### config.mk
export PLATFORM = sky130hd
export DESIGN_NAME = mgt_front_flat
export DESIGN_NICKNAME = d
export VERILOG_FILES = /design/src/mgt_pkg.sv /design/src/mgt_if.sv /design/src/mgt_front.sv /design/src/flat_wrapper.sv
export SDC_FILE = /design/constraint.sdc
export NUM_CORES = 1
export LEC_CHECK = 0
export BUFFER_PORTS_ARGS = -buffer_cell sky130_fd_sc_hd__buf_2
export CORE_ASPECT_RATIO = 0.8
export CORE_MARGIN = 5
export CORE_UTILIZATION = 47
export CTS_CLUSTER_DIAMETER = 200
export DETAILED_ROUTE_END_ITERATION = 12
export GPL_TIMING_DRIVEN = 0
export HOLD_SLACK_MARGIN = 0.08
export PLACE_DENSITY = 0.89
export SYNTH_ARGS = -nofsm -noshare
export SYNTH_HDL_FRONTEND = slang
export SYNTH_SLANG_ARGS = --single-unit
### constraint.sdc
create_clock -name clk -period 3.4 [get_ports clk]
set_input_delay 0.68 -clock clk [delete_from_list [all_inputs] [get_ports clk]]
set_output_delay 0.68 -clock clk [all_outputs]
set_load 0.005 [all_outputs]
### src/mgt_pkg.sv
// ============================================================================
// mgt_pkg
// Shared types and constants of the masked grid triangulator.
// ============================================================================
package mgt_pkg;

    localparam int DEF_MAX_WIDTH  = 1024;
    localparam int DEF_MAX_HEIGHT = 1024;

    localparam int IDX_W      = 21;
    localparam int OUT_IDX_W  = 20;
    localparam int COORD_W    = 10;
    localparam int DEPTH_W    = 32;
    localparam int NORM_W     = 16;
    localparam int CFG_ADDR_W = 4;
    localparam int CFG_DATA_W = 11;

    localparam logic [IDX_W-1:0] IDX_NONE = 21'h1FFFFF;
    localparam logic [IDX_W-1:0] IDX_TOP  = 21'h1FFFFE;

    localparam logic KIND_VERTEX   = 1'b0;
    localparam logic KIND_TRIANGLE = 1'b1;

    typedef enum logic [CFG_ADDR_W-1:0] {
        REG_IMAGE_WIDTH  = 4'd0,
        REG_IMAGE_HEIGHT = 4'd1
    } cfg_reg_t;

    typedef struct packed {
        logic                     mask;
        logic [IDX_W-1:0]         cur;
        logic                     row_end;
        logic                     has_above;
        logic                     has_window;
        logic [COORD_W-1:0]       col;
        logic [COORD_W-1:0]       row;
        logic [DEPTH_W-1:0]       depth;
        logic signed [NORM_W-1:0] nx;
        logic signed [NORM_W-1:0] ny;
        logic signed [NORM_W-1:0] nz;
    } pix_t;

    typedef struct packed {
        logic                     have_v;
        logic                     have_t1;
        logic                     have_t2;
        logic [OUT_IDX_W-1:0]     v_idx;
        logic [COORD_W-1:0]       col;
        logic [COORD_W-1:0]       row;
        logic [DEPTH_W-1:0]       depth;
        logic signed [NORM_W-1:0] nx;
        logic signed [NORM_W-1:0] ny;
        logic signed [NORM_W-1:0] nz;
        logic [OUT_IDX_W-1:0]     t1_a;
        logic [OUT_IDX_W-1:0]     t1_b;
        logic [OUT_IDX_W-1:0]     t1_c;
        logic [OUT_IDX_W-1:0]     t2_a;
        logic [OUT_IDX_W-1:0]     t2_b;
        logic [OUT_IDX_W-1:0]     t2_c;
    } rec_set_t;

endpackage

### src/mgt_if.sv
// ============================================================================
// mgt_if
// Channel interfaces: pixel input, record output and register writes.
// ============================================================================
interface mgt_pix_if;
    import mgt_pkg::*;

    logic                     valid;
    logic                     ready;
    logic                     mask_bit;
    logic [DEPTH_W-1:0]       depth_value;
    logic signed [NORM_W-1:0] normal_x;
    logic signed [NORM_W-1:0] normal_y;
    logic signed [NORM_W-1:0] normal_z;

    modport source (
        output valid, mask_bit, depth_value, normal_x, normal_y, normal_z,
        input  ready
    );
    modport sink (
        input  valid, mask_bit, depth_value, normal_x, normal_y, normal_z,
        output ready
    );
endinterface


interface mgt_cfg_if;
    import mgt_pkg::*;

    logic                  valid;
    logic                  ready;
    logic [CFG_ADDR_W-1:0] index;
    logic [CFG_DATA_W-1:0] data;

    modport source (
        output valid, index, data,
        input  ready
    );
    modport sink (
        input  valid, index, data,
        output ready
    );
endinterface

### src/mgt_front.sv
// ============================================================================
// mgt_front
// Pixel intake: frame geometry registers, column/row/vertex counters.
// ============================================================================
module mgt_front #(
    parameter int MAX_WIDTH  = mgt_pkg::DEF_MAX_WIDTH,
    parameter int MAX_HEIGHT = mgt_pkg::DEF_MAX_HEIGHT
) (
    input  logic                         clk,
    input  logic                         rst_n,
    mgt_pix_if.sink                      in_ch,
    mgt_cfg_if.sink                      cfg_ch,
    input  logic                         s0_ready,
    output logic                         s0_valid,
    output logic [$clog2(MAX_WIDTH)-1:0] s0_col,
    output mgt_pkg::pix_t                s0_pix,
    output logic                         restart
);
    import mgt_pkg::*;

    localparam int CW    = $clog2(MAX_WIDTH);
    localparam int RW    = $clog2(MAX_HEIGHT);
    localparam int DW    = $clog2(MAX_WIDTH + 1);
    localparam int HW    = $clog2(MAX_HEIGHT + 1);
    localparam int RST_W = (256 > MAX_WIDTH) ? MAX_WIDTH : 256;
    localparam int RST_H = (256 > MAX_HEIGHT) ? MAX_HEIGHT : 256;

    logic [DW-1:0]    width_reg, width_next;
    logic [HW-1:0]    height_reg, height_next;
    logic [CW-1:0]    col_reg, col_next;
    logic [RW-1:0]    row_reg, row_next;
    logic [IDX_W-1:0] vcount_reg, vcount_next;
    logic             accept;
    logic             cfg_wr;
    logic             col_wrap;
    logic             row_wrap;
    logic [IDX_W-1:0] vcount_step;

    assign in_ch.ready  = s0_ready;
    assign s0_valid     = in_ch.valid;
    assign accept       = in_ch.valid && s0_ready;
    assign cfg_ch.ready = 1'b1;
    assign cfg_wr       = cfg_ch.valid && cfg_ch.ready;

    always_comb
    begin
        width_next  = width_reg;
        height_next = height_reg;
        restart     = 1'b0;
        if (cfg_wr)
        begin
            case (cfg_ch.index)
                REG_IMAGE_WIDTH:
                begin
                    restart = 1'b1;
                    if (cfg_ch.data < 11'd2)
                        width_next = DW'(2);
                    else if (32'(cfg_ch.data) > 32'(MAX_WIDTH))
                        width_next = DW'(MAX_WIDTH);
                    else
                        width_next = DW'(cfg_ch.data);
                end
                REG_IMAGE_HEIGHT:
                begin
                    restart = 1'b1;
                    if (cfg_ch.data < 11'd2)
                        height_next = HW'(2);
                    else if (32'(cfg_ch.data) > 32'(MAX_HEIGHT))
                        height_next = HW'(MAX_HEIGHT);
                    else
                        height_next = HW'(cfg_ch.data);
                end
                default:
                begin
                    restart = 1'b0;
                end
            endcase
        end
    end

    always_comb
    begin
        col_wrap    = (32'(col_reg) + 32'd1) >= 32'(width_reg);
        row_wrap    = (32'(row_reg) + 32'd1) >= 32'(height_reg);
        vcount_step = (in_ch.mask_bit && (vcount_reg < IDX_TOP)) ?
                      vcount_reg + IDX_W'(1) : vcount_reg;

        s0_col            = col_reg;
        s0_pix.mask       = in_ch.mask_bit;
        s0_pix.cur        = in_ch.mask_bit ? vcount_reg : IDX_NONE;
        s0_pix.row_end    = col_wrap;
        s0_pix.has_above  = (row_reg != '0);
        s0_pix.has_window = (row_reg != '0) && (col_reg != '0);
        s0_pix.col        = COORD_W'(col_reg);
        s0_pix.row        = COORD_W'(row_reg);
        s0_pix.depth      = in_ch.depth_value;
        s0_pix.nx         = in_ch.normal_x;
        s0_pix.ny         = in_ch.normal_y;
        s0_pix.nz         = in_ch.normal_z;

        col_next    = col_reg;
        row_next    = row_reg;
        vcount_next = vcount_reg;
        if (restart)
        begin
            col_next    = '0;
            row_next    = '0;
            vcount_next = '0;
        end
        else if (accept)
        begin
            vcount_next = vcount_step;
            if (col_wrap)
            begin
                col_next = '0;
                if (row_wrap)
                begin
                    row_next    = '0;
                    vcount_next = '0;
                end
                else
                begin
                    row_next = row_reg + RW'(1);
                end
            end
            else
            begin
                col_next = col_reg + CW'(1);
            end
        end
    end

    always_ff @(posedge clk or negedge rst_n)
    begin
        if (!rst_n)
        begin
            width_reg  <= DW'(RST_W);
            height_reg <= HW'(RST_H);
            col_reg    <= '0;
            row_reg    <= '0;
            vcount_reg <= '0;
        end
        else
        begin
            width_reg  <= width_next;
            height_reg <= height_next;
            col_reg    <= col_next;
            row_reg    <= row_next;
            vcount_reg <= vcount_next;
        end
    end

endmodule

### src/flat_wrapper.sv
// flat-port wrapper written by rule: the top's interface ports become plain ports
module mgt_front_flat import mgt_pkg::*;
#(
    parameter int MAX_WIDTH  = mgt_pkg::DEF_MAX_WIDTH,
    parameter int MAX_HEIGHT = mgt_pkg::DEF_MAX_HEIGHT
)
  (clk, rst_n, s0_ready, s0_valid, s0_col, s0_pix, restart, in_ch_valid, in_ch_mask_bit, in_ch_depth_value, in_ch_normal_x, in_ch_normal_y, in_ch_normal_z, in_ch_ready, cfg_ch_valid, cfg_ch_index, cfg_ch_data, cfg_ch_ready);
  mgt_pix_if in_ch_i ();
  mgt_cfg_if cfg_ch_i ();
  input  logic clk;
  input  logic rst_n;
  input  logic s0_ready;
  output logic s0_valid;
  output logic [$clog2(MAX_WIDTH)-1:0] s0_col;
  output mgt_pkg::pix_t s0_pix;
  output logic restart;
  input wire logic [$bits(in_ch_i.valid)-1:0] in_ch_valid;
  input wire logic [$bits(in_ch_i.mask_bit)-1:0] in_ch_mask_bit;
  input wire logic [$bits(in_ch_i.depth_value)-1:0] in_ch_depth_value;
  input wire logic [$bits(in_ch_i.normal_x)-1:0] in_ch_normal_x;
  input wire logic [$bits(in_ch_i.normal_y)-1:0] in_ch_normal_y;
  input wire logic [$bits(in_ch_i.normal_z)-1:0] in_ch_normal_z;
  output wire logic [$bits(in_ch_i.ready)-1:0] in_ch_ready;
  input wire logic [$bits(cfg_ch_i.valid)-1:0] cfg_ch_valid;
  input wire logic [$bits(cfg_ch_i.index)-1:0] cfg_ch_index;
  input wire logic [$bits(cfg_ch_i.data)-1:0] cfg_ch_data;
  output wire logic [$bits(cfg_ch_i.ready)-1:0] cfg_ch_ready;
  assign in_ch_i.valid = in_ch_valid;
  assign in_ch_i.mask_bit = in_ch_mask_bit;
  assign in_ch_i.depth_value = in_ch_depth_value;
  assign in_ch_i.normal_x = in_ch_normal_x;
  assign in_ch_i.normal_y = in_ch_normal_y;
  assign in_ch_i.normal_z = in_ch_normal_z;
  assign in_ch_ready = in_ch_i.ready;
  assign cfg_ch_i.valid = cfg_ch_valid;
  assign cfg_ch_i.index = cfg_ch_index;
  assign cfg_ch_i.data = cfg_ch_data;
  assign cfg_ch_ready = cfg_ch_i.ready;
  mgt_front #(.MAX_WIDTH(MAX_WIDTH), .MAX_HEIGHT(MAX_HEIGHT)) u_core (.clk(clk), .rst_n(rst_n), .in_ch(in_ch_i), .cfg_ch(cfg_ch_i), .s0_ready(s0_ready), .s0_valid(s0_valid), .s0_col(s0_col), .s0_pix(s0_pix), .restart(restart));
endmodule
Word level (Yosys, flattened, before mapping)
Cells that the tools add are included.
{"block": "word_totals", "ff_bits": 63, "input_bits": 101, "word_cells": 45}
{"block": "op_classes", "n_addsub": 5, "order_cmp": 5, "eq_ne": 1, "mux": 17, "n_reduce_logical": 12}
{"op": "2-to-1 mux 21 bit", "count": 6}
{"op": "2-to-1 mux 10 bit", "count": 7}
{"op": ">= comparator 32 x 11 -> 1 bit", "count": 2}
{"op": "adder 10 x 1 -> 11 bit, second input constant", "count": 2}
{"op": "2-to-1 mux 11 bit", "count": 2}
{"op": "adder 21 x 1 -> 21 bit, second input constant", "count": 1}
{"op": "less-than comparator 21 bit, second input constant", "count": 1}
{"op": "adder 10 x 1 -> 10 bit, second input constant", "count": 2}
{"op": "nonzero test 10 bit", "count": 2}
{"op": "> comparator 11 bit, second input constant", "count": 1}
{"op": "less-than comparator 11 x 2 -> 1 bit, second input constant", "count": 1}
{"op": "AND reduction 2 bit", "count": 3}
{"op": "== test 4 x 1 -> 1 bit, second input constant", "count": 1}
{"op": "zero test 4 bit", "count": 1}
{"op": "nonzero test 2 bit", "count": 2}
{"op": "logical AND 1 bit", "count": 3}
{"op": "2-to-1 mux 1 bit", "count": 2}
{"op": "OR reduction 2 bit", "count": 1}

Depth between registers and ports, before layout
{"block": "depth", "word_depth": 7, "mapped_depth": 14}

Worst setup path after synthesis
No wires, ideal clock.
{"block": "synth_path", "path_kind": "flip-flop to flip-flop", "start": "reg u_core.row_reg[0]", "end": "reg u_core.vcount_reg[10]", "setup_time_ps": 122, "t_arrival_ps": 2732, "t_required_ps": 3278, "setup_slack_ps": 546, "stages_incl_launch_ff": 14, "n_path_buf": 1, "synth_period_minus_slack_ps": 2854, "cell_sequence": "dfrtp_1 > ha_1 > and3_1 > and3_1 > and3_1 > and3_1 > ha_1 > inv_1 > o21ai_0 > nor3_1 > o21ai_1 > nor2b_1 > buf_2 > nor2_1"}
{"block": "synth_via", "elab_chain_cells": 6}
{"element": "start, declared", "line": "mgt_front.sv:31", "text": "logic [RW-1:0] row_reg, row_next;"}
{"element": "start signal, assigned", "line": "mgt_front.sv:148", "text": "row_reg <= row_next;"}
{"element": "adder 10 x 1 -> 11 bit", "line": "mgt_front.sv:84", "text": "row_wrap = (32'(row_reg) + 32'd1) >= 32'(height_reg);"}
{"element": ">= comparator 32 x 11 -> 1 bit", "line": "mgt_front.sv:84"}
{"element": "2-to-1 mux 21 bit", "line": "mgt_front.sv:116", "text": "if (row_wrap)"}
{"element": "2-to-1 mux 21 bit", "line": "mgt_front.sv:113", "text": "if (col_wrap)"}
{"element": "2-to-1 mux 21 bit", "line": "mgt_front.sv:110", "text": "else if (accept)"}
{"element": "2-to-1 mux 21 bit", "line": "mgt_front.sv:104", "text": "if (restart)"}
{"element": "end signal, assigned", "line": "mgt_front.sv:149", "text": "vcount_reg <= vcount_next;"}
{"element": "end, declared", "line": "mgt_front.sv:32", "text": "logic [IDX_W-1:0] vcount_reg, vcount_next;"}
No other way between the ends. The select of a mux whose other input is x is not followed.
A chain may end at the register's enable or synchronous reset.

Final worst setup path
{"block": "layout_path", "start": "reg u_core.col_reg[7], in the netlist u_core.s0_col[7]", "end": "out s0_pix[102] (netlist bit)"}
{"block": "layout_via", "elab_chain_cells": 2}
{"element": "start, declared", "line": "mgt_front.sv:30", "text": "logic [CW-1:0] col_reg, col_next;"}
{"element": "start signal, assigned", "line": "mgt_front.sv:147", "text": "col_reg <= col_next;"}
{"element": "adder 10 x 1 -> 11 bit", "line": "mgt_front.sv:83", "text": "col_wrap = (32'(col_reg) + 32'd1) >= 32'(width_reg);"}
{"element": ">= comparator 32 x 11 -> 1 bit", "line": "mgt_front.sv:83"}
{"element": "end, declared", "line": "flat_wrapper.sv:15", "text": "output mgt_pkg::pix_t s0_pix;"}
No other way between the ends.

==> flow_summary_export.csv <==
group,metric,value,unit
worst_setup_path,path_max_fanout,7,
final_layout,fill_cells,768,
synthesis,synth_area,0.004663,mm^2
floorplan,die_h,99.09,um
detailed_routing,drtIter0Drc,256,
status,outcome,"finished, violations left",
synthesis,synth_edf_count,0,
grt,grtUsageTotal,0.2203,
synthesis,yosysWarnings,0,
final_layout,final_common_cell,"buf_2",
grt,antenna_found_initial,0,
final_layout,fin_util,0.6315,
floorplan,core-area,0.009649,mm^2
worst_setup_path,r2r_setup_slack,-0.01,ns
sta,finalSetupViolations,2,
synthesis,ys.flop_type,"dfrtp_1",
final_layout,syn2layout_area_growth,30.67,%
synthesis,netlist_instances,526,
run,cap_violations,0,
worst_setup_path,critPathArrivalTime,2.76,ns
sta,hold_ws,0.4311,ns
place,dp_cells,820,
worst_setup_path,cp.required,2.72,ns
sta,drv_slew,0,
floorplan,fp.dieArea,0.01203,mm^2
worst_setup_path,cp-start-kind,"flip-flop",
sta,final.setup.tns,-0.05094,ns
sta,period_share,1.012,
final_layout,largest_register_ffs,21,
sta,fin_skew,0.005809,ns
place,place_ws,0.01245,ns
detailed_routing,drc_errors,0,
clocking,clkTransAtPathRegs,0.05,ns
detailed_routing,wire_per_inst,17.04,um
detailed_routing,drtAntennaViolNets,0,
detailed_routing,vias,4447,
worst_setup_path,path_class,"reg -> out",
worst_setup_path,timing.rr.start,"u_core.s0_col[7]$_DFFE_PN0P_",
sta,period_minus_slack,3.442,ns
clocking,clock-sinks,63,
clocking,clkLatencyLatePin,0.33,ns
place,io_buffers,158,
place,routabilityCongestion,0.8810,
sta,slew_headroom,0.4540,
final_layout,layout_common_cells,"buf_2 (159), buf_4 (111), dfrtp_1 (55)",
final_layout,regArea,0.001587,mm^2
status,violations,"setup timing",
sta,tightest_slew,0.8190,ns
sta,timing.final.ws_setup,-0.04175,ns
floorplan,start_util,0.4833,
synthesis,ys_seq_area_frac,0.3386,
final_layout,diodes,0,
place,place_hpwl,10.84,mm
clocking,cts_tree,"built",
power_and_ir_drop,irDropWorstVdd,0.2609,mV
hold_path,hold_path.class,"in -> async",
detailed_routing,viasPerCell,5.232,
worst_setup_path,r2r_end,"u_core.row_reg[8]$_DFFE_PN0P_",
detailed_routing,drt-total-wl,14.48,mm
synthesis,ys_types,53,
floorplan,num_io_pins,240,
worst_setup_path,cp-end-kind,"output pin",
synthesis,syn_area_per_cell,8.865,um^2
clocking,cts-htree-levels,3,
grt,overflow,0,
synthesis,synthArstFlopShare,1.000,
detailed_routing,firstDrtPassIters,5,
grt,grt_pass1_vias,4421,
grt,grt_max_degree,64,
power_and_ir_drop,p_per_area,477.2,mW/mm^2
grt,grt_pass1_wl,21.34,mm
floorplan,die_width,121.4,um
clocking,cts-root-buf,"clkbuf_16",
sta,hold_viol_final,0,
clocking,numCtsBuffers,9,
sta,fmaxAchievable,0.2906,GHz
synthesis,syn-num-nets,654,
clocking,cts_buffer_depth,2,
floorplan,core.rowCount,32,
synthesis,ys_ff_latch,63,
final_layout,drive_gt1_frac,0.4580,
final_layout,fin_nets,837,
final_layout,multi_input_area,0.002228,mm^2
final_layout,fin_cells,850,
power_and_ir_drop,cellLeakagePower,3.305,nW
worst_setup_path,reg2reg_depth,12,
## cells by family (layout without fill, tap and decap cells)
logic type	count (synthesis)	after routing	synth area share
muxes	8	8	0.01905
other	1	1	0.0008042
xor gates and xnor gates	36	36	0.06762
and+or+nand+nor	181	181	0.2093
buffers and inverters	145	333	0.1980
adders and majority gates	27	27	0.07244
AOI/OAI and AO/OA	65	65	0.09418
DFF	63	63	0.3386
## through the flow
step / area [um^2] / total power, mW
floorplan: 4663 / 1.522
global placement: 5624 / 1.834
detailed placement: 5624 / 1.902
CTS: 5922 / 2.785
global route: 6093 / 3.058
finish: 6093 / 2.908
## routing by layer
metal  part of all wire  global-route usage
met5                  0                   0
met4              0.031             0.09302
met3              0.090             0.04548
met2               0.52              0.3975
met1               0.36              0.2531
## power by group
group          internal, mW  switching (mW)
Clock                 0.552           0.324
Combinational         0.534           0.524
Sequential            0.858           0.116
Total                  1.94           0.964
## final cells by class
cell class                      instances  area share
Buffer                                108      0.1294
Clock buffer                           15     0.04559
Clock inverter                          1   0.0008214
Inverter                               37     0.02279
Multi-Input combinational cell        318      0.3657
Sequential cell                        63      0.2604
Tap cell                              136     0.02793
Timing Repair Buffer                  172      0.1474
## synth_stat cells (2+ instances only)
master	n	area share
mux2_2	7	0.017
dfstp_2	2	0.011
nor3_1	7	0.0075
nor3_2	4	0.0086
o21bai_1	5	0.0081
inv_1	37	0.030
and2_1	3	0.0040
buf_2	3	0.0032
nand2_1	52	0.042
and3_1	11	0.015
nand3_1	16	0.017
buf_6	2	0.0048
nor2b_1	7	0.0094
nand4_1	6	0.0081
or3_1	2	0.0027
dfrtp_1	61	0.33
clkbuf_1	7	0.0056
o31ai_1	2	0.0032
a21oi_1	7	0.0075
o21ai_0	30	0.032
ha_1	27	0.072
nand2b_1	25	0.034
nor2_1	29	0.023
nor2_2	2	0.0027
nor4_1	6	0.0081
buf_4	96	0.15
nand4b_1	2	0.0038
xor2_1	15	0.028
a22o_1	8	0.015
a21o_1	2	0.0032
xnor2_1	21	0.039
## critical path, stage by stage, from the launching register on
cell,delay [ns]
dfrtp_1,0.50
and3_1,0.25
nand3_1,0.12
xor2_1,0.28
inv_1,0.09
ha_1,0.34
a21o_1,0.20
a21oi_1,0.28
nand2_1,0.09
buf_4,0.14
buf_2,0.12
## worst max path at each step
stage | startpoint | endpoint | depth (start not counted)
after floorplan | u_core.row_reg[0]$_DFFE_PN0P_ | u_core.vcount_reg[10]$_DFFE_PN0P_ | 13
after global placement | u_core.row_reg[0]$_DFFE_PN0P_ | u_core.vcount_reg[12]$_DFFE_PN0P_ | 13
after detailed placement | u_core.s0_col[0]$_DFFE_PN0P_ | u_core.row_reg[6]$_DFFE_PN0P_ | 14
after CTS | u_core.s0_col[0]$_DFFE_PN0P_ | s0_pix[102] | 13
after global routing | u_core.s0_col[7]$_DFFE_PN0P_ | u_core.row_reg[8]$_DFFE_PN0P_ | 12
final | u_core.s0_col[7]$_DFFE_PN0P_ | s0_pix[102] | 10
## repair_timing
| item | CTS | global route |
|---|---|---|
| setup buffers | 0 | 14 |
| setup endpoints to repair | 26 | 29 |
| pin swaps | 2 | 2 |
| gates resized for setup | 7 | 16 |
| hold buffers | 0 | 0 |
(Power assumes the default switching activity.)
