[src/mgt_pkg.sv]
// ============================================================================
// mgt_pkg
// Shared types and constants of the masked grid triangulator.
// ============================================================================
package mgt_pkg;

    localparam int DEF_MAX_WIDTH  = 1024;
    localparam int DEF_MAX_HEIGHT = 1024;

    localparam int IDX_W      = 21;
    localparam int OUT_IDX_W  = 20;
    localparam int COORD_W    = 10;
    localparam int DEPTH_W    = 32;
    localparam int NORM_W     = 16;
    localparam int CFG_ADDR_W = 4;
    localparam int CFG_DATA_W = 11;

    localparam logic [IDX_W-1:0] IDX_NONE = 21'h1FFFFF;
    localparam logic [IDX_W-1:0] IDX_TOP  = 21'h1FFFFE;

    localparam logic KIND_VERTEX   = 1'b0;
    localparam logic KIND_TRIANGLE = 1'b1;

    typedef enum logic [CFG_ADDR_W-1:0] {
        REG_IMAGE_WIDTH  = 4'd0,
        REG_IMAGE_HEIGHT = 4'd1
    } cfg_reg_t;

    typedef struct packed {
        logic                     mask;
        logic [IDX_W-1:0]         cur;
        logic                     row_end;
        logic                     has_above;
        logic                     has_window;
        logic [COORD_W-1:0]       col;
        logic [COORD_W-1:0]       row;
        logic [DEPTH_W-1:0]       depth;
        logic signed [NORM_W-1:0] nx;
        logic signed [NORM_W-1:0] ny;
        logic signed [NORM_W-1:0] nz;
    } pix_t;

    typedef struct packed {
        logic                     have_v;
        logic                     have_t1;
        logic                     have_t2;
        logic [OUT_IDX_W-1:0]     v_idx;
        logic [COORD_W-1:0]       col;
        logic [COORD_W-1:0]       row;
        logic [DEPTH_W-1:0]       depth;
        logic signed [NORM_W-1:0] nx;
        logic signed [NORM_W-1:0] ny;
        logic signed [NORM_W-1:0] nz;
        logic [OUT_IDX_W-1:0]     t1_a;
        logic [OUT_IDX_W-1:0]     t1_b;
        logic [OUT_IDX_W-1:0]     t1_c;
        logic [OUT_IDX_W-1:0]     t2_a;
        logic [OUT_IDX_W-1:0]     t2_b;
        logic [OUT_IDX_W-1:0]     t2_c;
    } rec_set_t;

endpackage

[src/mgt_if.sv]


interface mgt_rec_if;
    import mgt_pkg::*;

    logic                     valid;
    logic                     ready;
    logic                     record_kind;
    logic [OUT_IDX_W-1:0]     index_a;
    logic [OUT_IDX_W-1:0]     index_b;
    logic [OUT_IDX_W-1:0]     index_c;
    logic [COORD_W-1:0]       pixel_col;
    logic [COORD_W-1:0]       pixel_row;
    logic [DEPTH_W-1:0]       vertex_depth;
    logic signed [NORM_W-1:0] vertex_nx;
    logic signed [NORM_W-1:0] vertex_ny;
    logic signed [NORM_W-1:0] vertex_nz;
    logic                     last_of_pixel;

    modport source (
        output valid, record_kind, index_a, index_b, index_c, pixel_col, pixel_row,
               vertex_depth, vertex_nx, vertex_ny, vertex_nz, last_of_pixel,
        input  ready
    );
    modport sink (
        input  valid, record_kind, index_a, index_b, index_c, pixel_col, pixel_row,
               vertex_depth, vertex_nx, vertex_ny, vertex_nz, last_of_pixel,
        output ready
    );
endinterface


[src/mgt_emit.sv]
// ============================================================================
// mgt_emit
// Output register: a pixel's vertex and triangles, one per cycle while ready.
// ============================================================================
module mgt_emit (
    input  logic              clk,
    input  logic              rst_n,
    input  logic              set_valid,
    input  mgt_pkg::rec_set_t set,
    output logic              set_ready,
    mgt_rec_if.source         out_ch
);
    import mgt_pkg::*;

    rec_set_t   buf_reg;
    logic [2:0] pending_reg, pending_next;
    logic [2:0] pending_rest;
    logic       single;
    logic       out_fire;
    logic       load;

    assign pending_rest = pending_reg & (pending_reg - 3'd1);
    assign single       = (pending_reg != 3'd0) && (pending_rest == 3'd0);
    assign out_fire     = out_ch.valid && out_ch.ready;
    assign set_ready    = (pending_reg == 3'd0) || (single && out_ch.ready);
    assign load         = set_valid && set_ready;

    always_comb
    begin
        pending_next = pending_reg;
        if (load)
            pending_next = {set.have_t2, set.have_t1, set.have_v};
        else if (out_fire)
            pending_next = pending_rest;
    end

    always_ff @(posedge clk)
    begin
        if (load)
            buf_reg <= set;
    end

    always_ff @(posedge clk or negedge rst_n)
    begin
        if (!rst_n)
            pending_reg <= 3'd0;
        else
            pending_reg <= pending_next;
    end

    always_comb
    begin
        out_ch.valid         = (pending_reg != 3'd0);
        out_ch.last_of_pixel = single;
        out_ch.record_kind   = KIND_TRIANGLE;
        out_ch.index_a       = buf_reg.t2_a;
        out_ch.index_b       = buf_reg.t2_b;
        out_ch.index_c       = buf_reg.t2_c;
        out_ch.pixel_col     = '0;
        out_ch.pixel_row     = '0;
        out_ch.vertex_depth  = '0;
        out_ch.vertex_nx     = '0;
        out_ch.vertex_ny     = '0;
        out_ch.vertex_nz     = '0;
        if (pending_reg[0])
        begin
            out_ch.record_kind  = KIND_VERTEX;
            out_ch.index_a      = buf_reg.v_idx;
            out_ch.index_b      = '0;
            out_ch.index_c      = '0;
            out_ch.pixel_col    = buf_reg.col;
            out_ch.pixel_row    = buf_reg.row;
            out_ch.vertex_depth = buf_reg.depth;
            out_ch.vertex_nx    = buf_reg.nx;
            out_ch.vertex_ny    = buf_reg.ny;
            out_ch.vertex_nz    = buf_reg.nz;
        end
        else if (pending_reg[1])
        begin
            out_ch.index_a = buf_reg.t1_a;
            out_ch.index_b = buf_reg.t1_b;
            out_ch.index_c = buf_reg.t1_c;
        end
    end

endmodule

[src/flat_wrapper.sv]
// flat-port wrapper written by rule: the top's interface ports become plain ports
module mgt_emit_flat import mgt_pkg::*;
  (clk, rst_n, set_valid, set, set_ready, out_ch_valid, out_ch_record_kind, out_ch_index_a, out_ch_index_b, out_ch_index_c, out_ch_pixel_col, out_ch_pixel_row, out_ch_vertex_depth, out_ch_vertex_nx, out_ch_vertex_ny, out_ch_vertex_nz, out_ch_last_of_pixel, out_ch_ready);
  mgt_rec_if out_ch_i ();
  input  logic clk;
  input  logic rst_n;
  input  logic set_valid;
  input  mgt_pkg::rec_set_t set;
  output logic set_ready;
  output wire logic [$bits(out_ch_i.valid)-1:0] out_ch_valid;
  output wire logic [$bits(out_ch_i.record_kind)-1:0] out_ch_record_kind;
  output wire logic [$bits(out_ch_i.index_a)-1:0] out_ch_index_a;
  output wire logic [$bits(out_ch_i.index_b)-1:0] out_ch_index_b;
  output wire logic [$bits(out_ch_i.index_c)-1:0] out_ch_index_c;
  output wire logic [$bits(out_ch_i.pixel_col)-1:0] out_ch_pixel_col;
  output wire logic [$bits(out_ch_i.pixel_row)-1:0] out_ch_pixel_row;
  output wire logic [$bits(out_ch_i.vertex_depth)-1:0] out_ch_vertex_depth;
  output wire logic [$bits(out_ch_i.vertex_nx)-1:0] out_ch_vertex_nx;
  output wire logic [$bits(out_ch_i.vertex_ny)-1:0] out_ch_vertex_ny;
  output wire logic [$bits(out_ch_i.vertex_nz)-1:0] out_ch_vertex_nz;
  output wire logic [$bits(out_ch_i.last_of_pixel)-1:0] out_ch_last_of_pixel;
  input wire logic [$bits(out_ch_i.ready)-1:0] out_ch_ready;
  assign out_ch_valid = out_ch_i.valid;
  assign out_ch_record_kind = out_ch_i.record_kind;
  assign out_ch_index_a = out_ch_i.index_a;
  assign out_ch_index_b = out_ch_i.index_b;
  assign out_ch_index_c = out_ch_i.index_c;
  assign out_ch_pixel_col = out_ch_i.pixel_col;
  assign out_ch_pixel_row = out_ch_i.pixel_row;
  assign out_ch_vertex_depth = out_ch_i.vertex_depth;
  assign out_ch_vertex_nx = out_ch_i.vertex_nx;
  assign out_ch_vertex_ny = out_ch_i.vertex_ny;
  assign out_ch_vertex_nz = out_ch_i.vertex_nz;
  assign out_ch_last_of_pixel = out_ch_i.last_of_pixel;
  assign out_ch_i.ready = out_ch_ready;
  mgt_emit u_core (.clk(clk), .rst_n(rst_n), .set_valid(set_valid), .set(set), .set_ready(set_ready), .out_ch(out_ch_i));
endmodule
[config.mk]
export PLATFORM = sky130hd
export DESIGN_NAME = mgt_emit_flat
export DESIGN_NICKNAME = d
export VERILOG_FILES = /design/src/mgt_pkg.sv /design/src/mgt_if.sv /design/src/mgt_emit.sv /design/src/flat_wrapper.sv
export SDC_FILE = /design/constraint.sdc
export NUM_CORES = 1
export LEC_CHECK = 0
export BUFFER_PORTS_ARGS = -buffer_cell sky130_fd_sc_hd__buf_2
export CAP_MARGIN = 20
export CORE_AREA = 2 2 161 163
export DETAILED_ROUTE_END_ITERATION = 16
export DIE_AREA = 0 0 163 165
export PLACE_DENSITY = 0.74
export SYNTH_ARGS = -nofsm -noshare
export SYNTH_HDL_FRONTEND = slang
export SYNTH_SLANG_ARGS = --single-unit
[constraint.sdc]
create_clock -name clk -period 8.3 [get_ports clk]
set_input_delay 0.415 -clock clk [delete_from_list [all_inputs] [get_ports clk]]
set_output_delay 0.415 -clock clk [all_outputs]
set_load 0.02 [all_outputs]
[After elaboration in Yosys (flattened, before gate mapping)]
Cells that the tools add are included.
Storage, ports and cells
  logic and storage cells: 40
  flip-flop bits (word level): 243
  output and inout bits: 164
  bits of input ports: 247
Operators by class
  muxes and demuxes: 15
  reduce and logical (&&, ||, !) cells: 9
  bitwise logic cells: 1
  add/subtract/negate cells: 1
Operators by type and width (count)
  20-bit two-way mux: 6
  16-bit two-way mux: 3
  32-bit two-way mux: 1
  10-bit two-way mux: 2
  3-bit zero test: 2
  3-bit two-way mux: 2
  1-bit logical AND: 4
  3-bit AND: 1
  3-bit nonzero test: 1
  3-bit by 1-bit subtractor with 3-bit output, second input constant: 1
  2-bit nonzero test: 1
  1-bit logical OR: 1
  1-bit two-way mux: 1

[Logic depth before layout (Yosys ltp)]
Gate-level depths: netlist (run 1).
  depth in word-level cells: 8
  gate-level depth with buffers: 5
  depth with buffers taken out: 3

[Least setup slack after synthesis (run 1)]
OpenSTA, ideal clock, no wires.
  path kind: reg2reg
  start: register u_core.pending_reg[1]
  end: register u_core.buf_reg[0] (netlist name), enable pin
  period minus slack after synthesis: 6756 ps
  stages on the path, launching flop included: 5
  arrival: 6133 ps
  path buffers: 2
  required time: 7677 ps
  library setup time: 623 ps
  slack: 1544 ps
  cell sequence: dfrtp_1 > buf_6 > buf_6 > nor3_1 > o21a_1
On the way
  word-level cells in the longest chain between the ends: 7
  elaborated cells on any way between the ends: 9
  classes of those cells: add/sub: 1; bitwise: 1; reduce/logical: 7
RTL lines
  start, declared: line mgt_emit.sv:16  | logic [2:0] pending_reg, pending_next;
  start signal, assigned: line mgt_emit.sv:48  | pending_reg <= pending_next;
  3-bit by 1-bit subtractor with 3-bit output: line mgt_emit.sv:22  | assign pending_rest = pending_reg & (pending_reg - 3'd1);
  3-bit AND: line mgt_emit.sv:22
  3-bit zero test: line mgt_emit.sv:23  | assign single = (pending_reg != 3'd0) && (pending_rest == 3'd0);
  1-bit logical AND: line mgt_emit.sv:23
  1-bit logical AND: line mgt_emit.sv:25  | assign set_ready = (pending_reg == 3'd0) || (single && out_ch.ready);
  1-bit logical OR (*): line mgt_emit.sv:25
  1-bit logical AND (*): line mgt_emit.sv:26  | assign load = set_valid && set_ready;
  net u_core.load: line mgt_emit.sv:20  | logic load;
  end signal, assigned: line mgt_emit.sv:40  | buf_reg <= set;
  end, declared: line mgt_emit.sv:15  | rec_set_t buf_reg;
The timed path passes the listed nets; every way through them passes the cells marked *.
A chain may end at the register's enable or synchronous reset.

[Final worst setup path (run 1)]
  start: register u_core.pending_reg[0]
  end: register u_core.buf_reg[126] (netlist name), enable pin
The elaborated chain is that of the path after synthesis.

==> qor.log, run 1 <==
[logic_synthesis] unique cell type count in the Yosys netlist 26
[floorplanning] Top Ports 411
[timing] relative slew slack 29.2%
[critical_path] largest stage delay on the critical path 950 ps
[route] number of iterations in the first detailed-routing pass 4
[clock_tree] number of clock sinks 243
[critical_path] startpoint-to-endpoint class of the critical path flop to flop
[timing] Final Cycle Share 48.9%
[critical_path] Top Family by Delay on Critical Path buffers and inverters
[critical_path] beginning of the critical path u_core.pending_reg[0]
[critical_path] crit path to u_core.buf_reg[126]
[global_route] first-pass GRT wire length 30.8 mm
[critical_path] most common cell type on the critical path buf_4
[power_and_ir_drop] PwrDens 308 mW/mm2
[critical_path] arrival time at the worst endpoint 4190 ps
[logic_synthesis] Mapped Cells 535
[clock_tree] maximum level of the CTS H-tree 1
[route] via density per instance 4.48
[critical_path] sort of element at the end of the critical path flop
[final_layout] area overhead of the layout relative to synthesis 34.4%
[critical_path] worst path cell trace buf_4, nor3_1, o21a_4, buf_4
[timing] Worst Tran Pin Value 1060 ps
[logic_synthesis] Synth Cell Area 0.00916 mm2
[global_route] largest net degree at the start of global routing 106
[power_and_ir_drop] Leakage Power 5.23 nW
[timing] Total Negative Setup Slacks 0 ps
[clock_tree] quantity of hold-fixing buffers added after cts 1
[timing] setup clock skew after layout 7.35 ps
[place] routability congestion estimate 0.801
[critical_path] number of buffers and inverters on the critical path 2
[floorplanning] num rows 58
[clock_tree] TritonCTS Buffers 26
[critical_path] reg2reg start u_core.pending_reg[0]
[floorplanning] starting density of the core 36.6%
[floorplanning] floorplan die height 165 um
[clock_tree] total of cells resized after clock tree synthesis 0
[floorplanning] die footprint 0.0269 mm2
[timing] number of slew-limit violations in the final report 0
[route] DRT antenna net count 0
[timing] Highest Clock Rate 0.247 GHz
[critical_path] startpoint kind of the worst setup timing path flop
[logic_synthesis] sequential element share of the synthesized area 79.5%
[clock_tree] clock insertion delay at the later pin of the skew report 520 ps
[logic_synthesis] nets in the synthesized netlist 782
[final_layout] share of layout cells above drive strength 1 47.2%
[critical_path] R2R setup slack 4250 ps
[floorplanning] Die Wd 163 um
[logic_synthesis] count of synthesis-stage warnings from yosys 0
[critical_path] critical-path maximum fanout 105
[final_layout] Total Nets Final 1197
[run] max-capacitance violation count 0
[place] buffers added on ports 410
[critical_path] R2R depth 4
[route] routed length per instance 16.5 um
[critical_path] Worst Path Required 8440 ps
[power_and_ir_drop] total power of the final layout 0.00379 W
[critical_path] critical path depth in cells 4
[route] drt drc 0
[timing] Final setup violation count 0
[final_layout] number of flip-flops under the largest register name 240
[timing] setup repair after global routing missed its margin false
[timing] post-layout minimum cycle time 4050 ps
[global_route] global route total overflow 0
[clock_tree] Clock Pin Slew Worst Setup and Hold Paths 60 ps
[logic_synthesis] syn avg cell area 17.1 um2
[clock_tree] CTS root buffer clkbuf_16
[global_route] Overall Global Routing Usage 14.9%
[route] routed wire length 21.4 mm
[global_route] antenna violations before repair 4
[outcome] status finished, final reports clean
[clock_tree] TritonCTS clock tree done
[final_layout] commonest non-fill, non-tap cells in the layout 410 x buf_2, 240 x edfxtp_1, 100 x and2_1
[clock_tree] post-CTS repair timing setup buffer count 0
[timing] number of hold-slack violations in the final timing report 0
[hold_path] min-delay worst type input port to flop
[critical_path] endpoint of the worst register-to-register path u_core.buf_reg[126]
[final_layout] commonest non-fill, non-tap cell in the layout buf_2
[floorplanning] placeable core region 0.0250 mm2
[critical_path] slowest stage cell, crit path buf_4
[logic_synthesis] synthesis-stage register bit count 243
[final_layout] count of fill cells added during filler insertion 2183
[clock_tree] clock tree buffer depth 3
[place] DP HPWL 15.4 mm
[power_and_ir_drop] largest voltage drop on the vdd net 0.184 mV
[global_route] number of global-route vias before repair 5727
[route] DR iter-0 viols 427
[route] routed via count 5827
how the worst min path moves through the flow:
| stage | startpoint | endpoint | cells past startpoint |
|---|---|---|---|
| 3_3_place_gp | rst_n | u_core.pending_reg[0] | 1 |
| 3_5_place_dp | rst_n | u_core.pending_reg[0] | 1 |
| 4_1_cts | set[52] | u_core.buf_reg[52] | 1 |
| 2_1_floorplan | rst_n | u_core.pending_reg[0] | 0 |
| 6_report | set[201] | u_core.buf_reg[201] | 1 |
| 5_1_grt | set[52] | u_core.buf_reg[52] | 1 |
final cells by class:
cell class	count	area (um2)	area share, %
Tap cell	330	413	3.35
Clock inverter	17	108	0.874
Clock buffer	31	691	5.61
Inverter	1	3.75	0.0305
Sequential cell	243	7290	59.2
Multi-Input combinational cell	263	1720	13.9
Antenna cell	1	2.50	0.0203
Timing Repair Buffer	415	2090	17.0
where the power goes:
part	leakage, nW	internal, W	total [W]	switching, W
registers	2.30	0.00163	0.00173	0.000101
logic	2.54	0.000336	0.000986	0.000650
clock network	0.395	0.000622	0.00107	0.000449
total	5.23	0.00259	0.00379	0.00120
logic make-up (layout without fill, tap and decap cells):
logic type	Yosys count	in the layout	share of synthesized area, %
AOI/OAI and AO/OA	28	28	1.86
adders and majority gates	1	1	0.123
other	0	1	0
xor gates and xnor gates	1	1	0.0956
buffers and inverters	29	464	1.88
muxes	60	60	6.55
DFF	243	243	79.5
and+or+nand+nor	173	173	10.0
cells in the mapped netlist:
cell / number / share of area (%)
xnor2_1: 1 / 0.096
a211oi_2: 1 / 0.14
o21ai_0: 20 / 1.1
a2bb2oi_1: 1 / 0.096
edfxtp_1: 240 / 79
nor3_1: 1 / 0.055
inv_1: 1 / 0.041
and2_1: 100 / 6.8
o21a_1: 1 / 0.082
nand2b_1: 2 / 0.14
a21oi_1: 2 / 0.11
buf_2: 15 / 0.82
o221ai_1: 1 / 0.096
a32o_1: 1 / 0.11
mux2i_1: 60 / 6.6
nand2b_2: 1 / 0.096
or2_1: 1 / 0.068
maj3_2: 1 / 0.12
o22ai_2: 1 / 0.14
nor2_1: 43 / 1.8
clkbuf_1: 5 / 0.20
buf_6: 4 / 0.49
dfrtp_1: 3 / 0.82
nor2b_1: 2 / 0.14
buf_4: 4 / 0.33
nand2_1: 23 / 0.94
per-stage QoR:
step	util, %	cell area (um2)	cells	worst slack (ps)	hold slack [ps]
floorplan	-	9160	535	1540	119
global placement	46.0	11500	1251	4340	219
detailed placement	46.0	11500	1251	4270	218
CTS	49.2	12300	1300	4270	37.4
global route	49.2	12300	1301	4010	37.5
finish	49.2	12300	1301	4250	66.3
layer usage:
metal / vias to the layer above / routed length, um / global-route usage (%)
met5: - / 38 / 0
met4: 6 / 403 / 4.51
met3: 41 / 1890 / 4.55
met2: 258 / 10800 / 26.3
met1: 2743 / 8320 / 17.4
li1: 2779 / - / -
Note: power is estimated with default switching activity, not from simulation.
==> run 2: changes to the inputs <==
--- a/config.mk
+++ b/config.mk
@@ -7,10 +7,10 @@
 export LEC_CHECK = 0
 export BUFFER_PORTS_ARGS = -buffer_cell sky130_fd_sc_hd__buf_2
 export CAP_MARGIN = 20
-export CORE_AREA = 2 2 161 163
+export CORE_AREA = 2 2 160 162
 export DETAILED_ROUTE_END_ITERATION = 16
-export DIE_AREA = 0 0 163 165
-export PLACE_DENSITY = 0.74
+export DIE_AREA = 0 0 162 164
+export PLACE_DENSITY = 0.77
 export SYNTH_ARGS = -nofsm -noshare
 export SYNTH_HDL_FRONTEND = slang
 export SYNTH_SLANG_ARGS = --single-unit
==> constraint.sdc (replaced) <==
create_clock -name clk -period 3.4 [get_ports clk]
set_input_delay 0.17 -clock clk [delete_from_list [all_inputs] [get_ports clk]]
set_output_delay 0.17 -clock clk [all_outputs]
set_load 0.02 [all_outputs]
==> qor.log, run 2 (same netlist as run 1, synthesis figures left out) <==
[timing] Worst Tran Pin Value 816 ps [-245 ps]
[critical_path] slowest stage cell, crit path dfrtp_4
[clock_tree] clock insertion delay at the later pin of the skew report 520 ps [about the same]
[timing] post-layout minimum cycle time 2870 ps
[power_and_ir_drop] Leakage Power 6.27 nW [+20%]
[route] routed wire length 27.1 mm [+26%]
[global_route] antenna violations before repair 0 [-4]
[clock_tree] TritonCTS Buffers 25 [-3.8%]
[place] dpl ws 1030 ps [-3240 ps]
[final_layout] number of antenna cells inserted 0 [-1]
[critical_path] arrival time at the worst endpoint 2700 ps [-1490 ps]
[route] routed length per instance 17.5 um [+5.9%]
[outcome] status finished, final reports clean
[critical_path] beginning of the critical path u_core.pending_reg[0]
[critical_path] critical-path maximum fanout 95 [-9.5%]
[hold_path] Hold Crit Start set_valid
[critical_path] reg2reg start u_core.pending_reg[0]
[critical_path] largest stage delay on the critical path 940 ps [about the same]
[floorplanning] num rows 58 [unchanged]
[final_layout] area overhead of the layout relative to synthesis 61.7%
[critical_path] critical path depth in cells 3 [-1]
[route] via density per instance 4.58 [+2.3%]
[clock_tree] number of clock sinks 243 [unchanged]
[clock_tree] clock tree buffer depth 3 [unchanged]
[place] buffers added on ports 410 [unchanged]
[place] routability congestion estimate 0.809 [+1.0%]
[critical_path] R2R depth 3 [-1]
[power_and_ir_drop] largest voltage drop on the vdd net 0.527 mV [+190%]
[place] Inst Count DP 1259 [+0.64%]
[final_layout] post-layout instance area 0.0148 mm2 [+20%]
[timing] number of slew-limit violations in the final report 0 [unchanged]
[timing] Total Negative Setup Slacks 0 ps [unchanged]
[clock_tree] Clock Pin Slew Worst Setup and Hold Paths 60 ps [about the same]
[global_route] first-pass GRT wire length 39.9 mm [+30%]
[final_layout] Final Non-Filler Cells 1553 [+19%]
[run] max-capacitance violation count 0 [unchanged]
[hold_path] cell count of the worst hold path 4 [+3]
[route] number of iterations in the first detailed-routing pass 6 [+2]
[timing] Final Cycle Share 84.4%
[critical_path] number of buffers and inverters on the critical path 2 [unchanged]
[clock_tree] TritonCTS clock tree done
[floorplanning] floorplan die height 164 um [-0.61%]
[place] post-placement cell area 0.0116 mm2 [+0.96%]
[floorplanning] Top Ports 411 [unchanged]
[timing] setup clock skew after layout 15.4 ps [+8.01 ps]
[clock_tree] total of cells resized after clock tree synthesis 0 [unchanged]
[route] DR iter-0 viols 559 [+31%]
[route] drt drc 0 [unchanged]
[place] DP HPWL 15.2 mm [-0.89%]
[global_route] global route total overflow 0 [unchanged]
[final_layout] share of layout cells above drive strength 1 37.8% [-9.4 points]
[critical_path] Top Family by Delay on Critical Path flip-flops
[timing] relative slew slack 45.6% [+16 points]
[final_layout] commonest non-fill, non-tap cells in the layout 410 x buf_2, 248 x dlygate4sd3_1, 240 x edfxtp_1
[global_route] Overall Global Routing Usage 19.4% [+4.5 points]
[clock_tree] maximum level of the CTS H-tree 1 [unchanged]
[timing] number of hold-slack violations in the final timing report 0 [unchanged]
[timing] final worst setup slack 532 ps [-3710 ps]
[final_layout] Total Nets Final 1451 [+21%]
[floorplanning] die footprint 0.0266 mm2 [-1.2%]
[critical_path] startpoint-to-endpoint class of the critical path flop to primary output
[global_route] largest net degree at the start of global routing 96 [-9.4%]
[critical_path] sort of element at the end of the critical path primary output
[critical_path] Worst Path Required 3230 ps [-5210 ps]
[clock_tree] CTS root buffer clkbuf_16
[floorplanning] starting density of the core 36.9% [+0.32 points]
[timing] Highest Clock Rate 0.349 GHz
[final_layout] number of flip-flops under the largest register name 240 [unchanged]
[route] DRT antenna net count 0 [unchanged]
[critical_path] startpoint kind of the worst setup timing path flop
[power_and_ir_drop] PwrDens 641 mW/mm2 [+110%]
[timing] Final setup violation count 0 [unchanged]
[timing] setup repair after global routing missed its margin false
[global_route] number of global-route vias before repair 7524 [+31%]
[floorplanning] placeable core region 0.0248 mm2 [-0.87%]
[floorplanning] Die Wd 162 um [-0.61%]
[power_and_ir_drop] total power of the final layout 0.00950 W [+150%]
[final_layout] count of fill cells added during filler insertion 1793 [-18%]
[critical_path] worst path cell trace buf_4, and2_1, buf_2
[route] routed via count 7119 [+22%]
[hold_path] min-delay worst type input port to flop
[final_layout] commonest non-fill, non-tap cell in the layout buf_2
-- run 2: changes by cell type in the layout (fill, tap and decap cells not counted), sizes merged --
cell         before  now
dlygate4sd3       1  248
buf             414  422
clkinv           14   10
clkbuf           31   33
bufinv            1    0
clkinvlp          1    2
diode             1    0
-- run 2: path summary, 6_finish.rpt --
kind | end | slack [ps]
max | out_ch_vertex_nx[10] | 530
max reg2reg | u_core.buf_reg[190] | 920
min in group asynchronous | u_core.pending_reg[1] | 580
min reg2reg | u_core.pending_reg[2] | 690
max in group asynchronous | u_core.pending_reg[0] | 2650
min | u_core.pending_reg[2] | 100
-- run 2: cell type report --
cell class              instances  area [um2]  share of cell area, %
repair buffers                670        4670                   31.5
clock inverters                13        67.6                  0.456
multi-input cells             263        1720                   11.6
clock buffers                  33         656                   4.42
flip-flops and latches        243        7290                   49.2
inverters                       1        3.75                 0.0253
well taps                     330         413                   2.79
-- run 2: per-layer routing --
| metal | routed length (um) | share of wire [%] | global-route usage (%) | vias to the layer above |
|---|---|---|---|---|
| met1 | 10100 | 37 | 21.8 | 3384 |
| met2 | 14000 | 52 | 35.7 | 370 |
| met3 | 1940 | 7.1 | 4.07 | 75 |
| met4 | 1090 | 4.0 | 8.25 | 0 |
| met5 | 0 | 0 | 0 | - |
| li1 | - | - | - | 3290 |
-- run 2: worst min-delay path, cell delays in order --
cell	delay (ps)
buf_2	130
nand2_1	100
a211oi_2	50
a2bb2oi_1	120
-- run 2: where the power goes --
part / internal [W] / switching, W
registers: 0.00397 / 0.000292
logic: 0.00108 / 0.00170
clock network: 0.00136 / 0.00109
total: 0.00641 / 0.00309
-- run 2: repair_timing --
item | in CTS | in global routing
hold buffers | 248 | 0
setup buffers | 0 | 0
endpoints found under the hold margin | 246 | 0
-- run 2: metrics by stage --
stage | hold slack (ps) | util [%]
floorplan | -126 | -
global placement | -25.9 | 46.8
detailed placement | -21.3 | 46.8
CTS | 52.8 | 59.7
global route | 110 | 59.7
finish | 98.2 | 59.7
